--- src/hw/rtl/pfla_fill_unit.sv ---
module pfla_fill_unit #(
  parameter int TABLES    = 4,
  parameter int MAX_PAGES = 4096
) (
  input  logic                                 clk,
  input  logic                                 rst,
  input  logic                                 start,
  input  logic [((TABLES > 1) ? $clog2(TABLES) : 1)-1:0] tbl,
  input  logic [$clog2(MAX_PAGES)-1:0]          first,
  input  logic [$clog2(MAX_PAGES)-1:0]          last,
  output logic                                 busy,
  output logic                                 done,
  output logic                                 we,
  output logic [$clog2(TABLES*MAX_PAGES)-1:0]  waddr,
  output logic [$clog2(MAX_PAGES)-1:0]          wdata
);

  localparam int TW = (TABLES > 1) ? $clog2(TABLES) : 1;
  localparam int PW = $clog2(MAX_PAGES);
  localparam int AW = $clog2(TABLES * MAX_PAGES);
  localparam logic [AW-1:0] MAXP = AW'(MAX_PAGES);

  logic [TW-1:0] tbl_r;
  logic [PW-1:0] cnt;
  logic [PW-1:0] first_r;
  logic [PW-1:0] last_r;

  // links a run of pages in descending order, the first one ends the list
  assign we    = busy;
  assign done  = busy && (cnt == last_r);
  assign waddr = AW'(tbl_r) * MAXP + AW'(cnt);
  assign wdata = (cnt == first_r) ? '0 : cnt - PW'(1);

  always_ff @(posedge clk) begin
    if (rst) begin
      busy <= 1'b0;
    end else if (start) begin
      busy    <= 1'b1;
      tbl_r   <= tbl;
      cnt     <= first;
      first_r <= first;
      last_r  <= last;
    end else if (busy) begin
      if (cnt == last_r) begin
        busy <= 1'b0;
      end else begin
        cnt <= cnt + PW'(1);
      end
    end
  end

endmodule

--- config.mk ---
export PLATFORM = sky130hd
export DESIGN_NAME = pfla_fill_unit
export DESIGN_NICKNAME = d
export VERILOG_FILES = /design/src/hw/rtl/pfla_fill_unit.sv
export SDC_FILE = /design/constraint.sdc
export NUM_CORES = 1
export LEC_CHECK = 0
export BUFFER_PORTS_ARGS = -buffer_cell sky130_fd_sc_hd__buf_2
export CORE_MARGIN = 3
export CORE_UTILIZATION = 40
export DETAILED_ROUTE_END_ITERATION = 10
export MAX_ROUTING_LAYER = met4
export PLACE_DENSITY_LB_ADDON = 0.05
export SETUP_SLACK_MARGIN = 0.1
export SYNTH_ARGS = -nofsm -noshare
export SYNTH_HDL_FRONTEND = slang
export SYNTH_SLANG_ARGS = --single-unit
--- constraint.sdc ---
create_clock -name clk -period 3 [get_ports clk]
set_clock_uncertainty 0.05 [all_clocks]
set_input_delay 0.45 -clock clk [delete_from_list [all_inputs] [get_ports clk]]
set_output_delay 0.45 -clock clk [all_outputs]
set_load 0.01 [all_outputs]
After elaboration in Yosys (flattened, before gate mapping)
Index checks and enable logic that the tools add are counted.
{"block": "totals", "ff_bits": 39, "inputBits": 29}
{"block": "classes", "n_addsub": 3, "eq_ne": 3, "muxes": 7, "n_bitwise": 1, "n_reduce_logical": 4}
{"op": "$mux W12", "n": 4}
{"op": "$eq A12 B12 Y1", "n": 2}
{"op": "$add A14 B12 Y14", "n": 1}
{"op": "$add A12 B1 Y12 const B", "n": 1}
{"op": "$sub A12 B1 Y12 const B", "n": 1}
{"op": "$mux W1", "n": 3}
{"op": "$reduce_and A3 Y1", "n": 1}
{"op": "$ne A2 B2 Y1 const B", "n": 1}
{"op": "$reduce_and A2 Y1", "n": 1}
{"op": "$reduce_bool A2 Y1", "n": 1}
{"op": "$logic_and A1 B1 Y1", "n": 1}
{"op": "$not A1 Y1", "n": 1}

Logic depth before layout (Yosys ltp)
{"block": "depth", "depth_word": 4, "depth_mapped": 6, "ltp_nobuf": 5}

Worst setup path after synthesis
Ideal clock, no wire load.
{"block": "synth_timing", "path_kind": "input port to flip-flop", "startpoint": "in start", "endpoint": "reg first_r[0] (enable)", "setup_ns": 0.412, "arrival_time_ns": 1.899, "required_time_ns": 2.538, "path_slack_ns": 0.639, "stages": 2, "n_path_buf": 1, "path_cell_list": "clkbuf_1 nor2b_1"}
{"block": "synth_via", "elab_chain_cells": 1}
{"element": "from (decl)", "line_no": "7", "text": "input logic start,"}
{"element": "$reduce_and A2 Y1 (no source line)"}
{"element": "to (signal assigned)", "line_no": "41", "text": "first_r <= first;"}
{"element": "to (decl)", "line_no": "25", "text": "logic [PW-1:0] first_r;"}
Every way passes these cells.
A chain may end at the register's enable or synchronous reset.

Worst setup path after layout
{"block": "layout_timing", "startpoint": "reg cnt[6]", "endpoint": "out wdata[8]"}
{"block": "layout_via", "elab_chain_cells": 2}
{"element": "from (decl)", "line_no": "24", "text": "logic [PW-1:0] cnt;"}
{"element": "from (signal assigned)", "line_no": "40", "text": "cnt <= first;"}
{"element": "from (signal assigned)", "line_no": "47", "text": "cnt <= cnt + PW'(1);"}
{"element": "$sub A12 B1 Y12 or $eq A12 B12 Y1 (tied branches)", "line_no": "32", "text": "assign wdata = (cnt == first_r) ? '0 : cnt - PW'(1);"}
{"element": "$mux W12 (*)", "line_no": "32"}
{"element": "to (decl)", "line_no": "15", "text": "output logic [$clog2(MAX_PAGES)-1:0] wdata"}
Mark *: on every way between the ends. The rest lies on a longest branch, timed or not.

==> load_flow_metrics.sql <==
INSERT INTO impl_metrics (metric_group, metric, value, unit) VALUES
('setup_path', 'path_class', 'flip-flop to primary output', ''),
('clocking', 'cts_made_buffers', '5', ''),
('sta', 'layout_worst_path_cycle_share', '89.13', '%'),
('synthesis', 'synth.ff_latch_count', '39', ''),
('synthesis', 'syn-cell-area', '2095', 'um2'),
('cells_and_area', 'fill_cells', '452', ''),
('synthesis', 'mappedNetlistNets', '214', ''),
('clocking', 'cts.clk_slew.worst_paths', '0.08', 'ns'),
('setup_path', 'timing.critical_path.cells', 'xnor2_1 -> nand4_1 -> nor3_2 -> a21oi_1 -> buf_2', ''),
('cells_and_area', 'p_r_area_growth_vs_syn', '22.22', '%'),
('sta', 'fmax', '374.0', 'MHz'),
('sta', 'hold_viol', '0', ''),
('drt', 'antenna_violating_nets_post_route', '0', ''),
('cells_and_area', 'final_layout_size_suffix_gt1_share', '32.20', '%'),
('floorplanning', 'fp.dieH', '78.36', 'um'),
('sta', 'worst_relative_slew_slack', '56.97', '%'),
('synthesis', 'postSynth.topFlopCell', 'edfxtp_1', ''),
('clocking', 'post_cts.resized_instances', '0', ''),
('sta', 'worst_slew_pin_slew', '0.6419', 'ns'),
('cells_and_area', 'final-seq-area', '1161', 'um2'),
('floorplanning', 'die_width', '78.36', 'um'),
('hold_path', 'timing.hold.worst.class', 'primary input to flip-flop', ''),
('sta', 'postLayoutSetupSlackWorst', '0.3261', 'ns'),
('placed_design', 'port_buffers', '57', ''),
('synthesis', 'synth_cells', '183', ''),
('drt', 'route.detailed.wl_per_inst', '14.56', 'um'),
('clocking', 'postCtsSetupRepairBufs', '0', ''),
('global_route', 'grtUsageTotal', '16.18', '%'),
('job', 'drv_cap', '0', ''),
('setup_path', 'arrival', '2.17', 'ns'),
('drt', 'num_vias', '1470', ''),
('placed_design', 'pre_cts_slack', '0.6216', 'ns'),
('sta', 'unrepaired_setup_endpoints_after_global_routing', 'no', ''),
('clocking', 'ctsLongestPathBuffers', '2', ''),
('cells_and_area', 'final_area', '2560', 'um2'),
('global_route', 'antenna_found_initial', '0', ''),
('global_route', 'globalRouteOverflowTotal', '0', ''),
('clocking', 'cts_tree', 'built', ''),
('clocking', 'ctsRootBufferMaster', 'clkbuf_8', ''),
('global_route', 'grt_max_degree', '27', ''),
('setup_path', 'cpMaxStageDelayCell', 'edfxtp_1', ''),
('synthesis', 'post_synth_arst_share', '0', '%'),
('sta', 'hold_ws', '0.2817', 'ns'),
('clocking', 'clkLatencyLatePin', '0.29', 'ns'),
('floorplanning', 'core-area', '4880', 'um2'),
('synthesis', 'netlist-cell-type-count', '32', ''),
('setup_path', 'critical-path-max-stage-delay', '0.62', 'ns'),
('clocking', 'numClockSinks', '39', ''),
('sta', 'final_max_slew_viol_count', '0', ''),
('power_and_ir_drop', 'power_density', '542.7', 'nW/um2'),
('setup_path', 'crit_fanout', '12', ''),
('floorplanning', 'start_util', '42.92', '%'),
('setup_path', 'critPathTopFamily', 'simple AND/OR/NAND/NOR gates', ''),
('placed_design', 'dp_hpwl', '3357', 'um'),
('placed_design', 'detailed_place.area', '2424', 'um2'),
('cells_and_area', 'multi_input_comb_area', '832.0', 'um2'),
('global_route', 'first_pass_grt_wire_length', '7472', 'um'),
('clocking', 'cts.hold.buffers_added', '0', ''),
('floorplanning', 'row_count', '25', ''),
('setup_path', 'cp.required', '2.50', 'ns'),
('sta', 'tns', '0', 'ns'),
('sta', 'layout_min_cycle_time', '2.674', 'ns'),
('drt', 'drtIter0Drc', '105', ''),
('cells_and_area', 'utilization', '52.46', '%'),
('drt', 'dr.pass1.iters', '4', ''),
('synthesis', 'yosysWarningCount', '0', ''),
('floorplanning', 'num_io_pins', '58', ''),
('synthesis', 'yosysSeqAreaShare', '55.44', '%'),
('clocking', 'htree_num_levels', '2', ''),
('outcome', 'status', 'finished clean', ''),
('global_route', 'number_of_global_route_vias_before_repair', '1507', '');
-- Yosys cell counts (2+ instances only) --
cell,number,area (um2)
and2_1,2,12.51
nor4_1,2,12.51
clkbuf_1,3,11.26
xnor2_1,28,245.2
buf_2,10,50.05
ha_1,2,25.02
nand3_1,4,20.02
nor2_1,15,56.30
nand4_1,11,68.82
and3_1,3,18.77
xor2_1,15,131.4
nand2_1,15,56.30
o21ai_1,2,10.01
o21ai_0,10,50.05
inv_1,3,11.26
buf_4,2,15.01
nor3_1,4,20.02
edfxtp_1,38,1141
-- path summary, 6_finish.rpt --
kind | from | to | slack [ns] | cells after the start
worst max-delay path | cnt[6] | wdata[8] | 0.33 | 5
worst min-delay path | tbl[0] | tbl_r[0] | 0.28 | 1
worst max register to register | cnt[6] | cnt[3] | 0.99 | 5
worst min register to register | busy | busy | 0.51 | 2
-- cell type report --
type | instances | area share (%)
Sequential cell | 39 | 45.36
Multi-Input combinational cell | 124 | 32.50
Timing Repair Buffer | 62 | 13.10
Tap cell | 67 | 3.275
Clock buffer | 5 | 2.688
Clock inverter | 3 | 2.639
Inverter | 3 | 0.4399
-- sequential cells by signal (all words and copies together), names as in the netlist --
register / flops
last_r: 12
cnt: 12
tbl_r: 2
busy: 1
first_r: 12
-- cells by family after synthesis --
| kind of cell | after synthesis | share of synthesized area [%] |
|---|---|---|
| compound gates | 13 | 3.106 |
| xor+xnor | 43 | 17.98 |
| fa+ha+maj | 2 | 1.195 |
| buf+inv | 20 | 4.958 |
| flops | 39 | 55.44 |
| mux | 1 | 0.5376 |
| simple gates | 65 | 16.79 |
-- layout by cell type (no fill, tap or decap), drive strengths merged --
master    count
xnor2        28
nand2        15
buf          62
inv           3
xor2         15
clkbuf        5
and3          3
or3           1
ha            2
edfxtp       38
clkinvlp      1
nand3b        1
nor2b         1
nor4          3
dfxtp         1
o21ai        12
and4          1
and2          2
a21oi         1
mux2          1
nand3         5
bufinv        2
nor3          6
nor2         15
nand4        11
nand4b        1
-- metrics by stage --
stage          power [mW]  instances
6_report            1.389        303
2_1_floorplan      0.8138        183
3_3_place_gp       0.8859        295
3_5_place_dp       0.8913        295
4_1_cts             1.405        303
5_1_grt             1.458        303
-- worst reg2reg max path, stage by stage, from the launching register on --
cell and delay [ns]:
edfxtp_1 0.62, xnor2_1 0.24, nand4_1 0.16, nor4_1 0.39, nor3_1 0.09, buf_4 0.21
-- routing by layer --
metal	up-vias	global-route usage, %	part of all wire, %
met3	7	4.014	6.2
met5	-	-	0
met1	663	20.24	44
met4	0	4.720	1.3
li1	742	-	-
met2	58	26.20	48
-- power by group --
| part | leakage [nW] | switching (mW) | internal, mW |
|---|---|---|---|
| Sequential | 0.368 | 0.0422 | 0.642 |
| Clock | 0.0644 | 0.182 | 0.332 |
| Combinational | 0.514 | 0.0978 | 0.0932 |
Power figures use the tool's default switching activity.
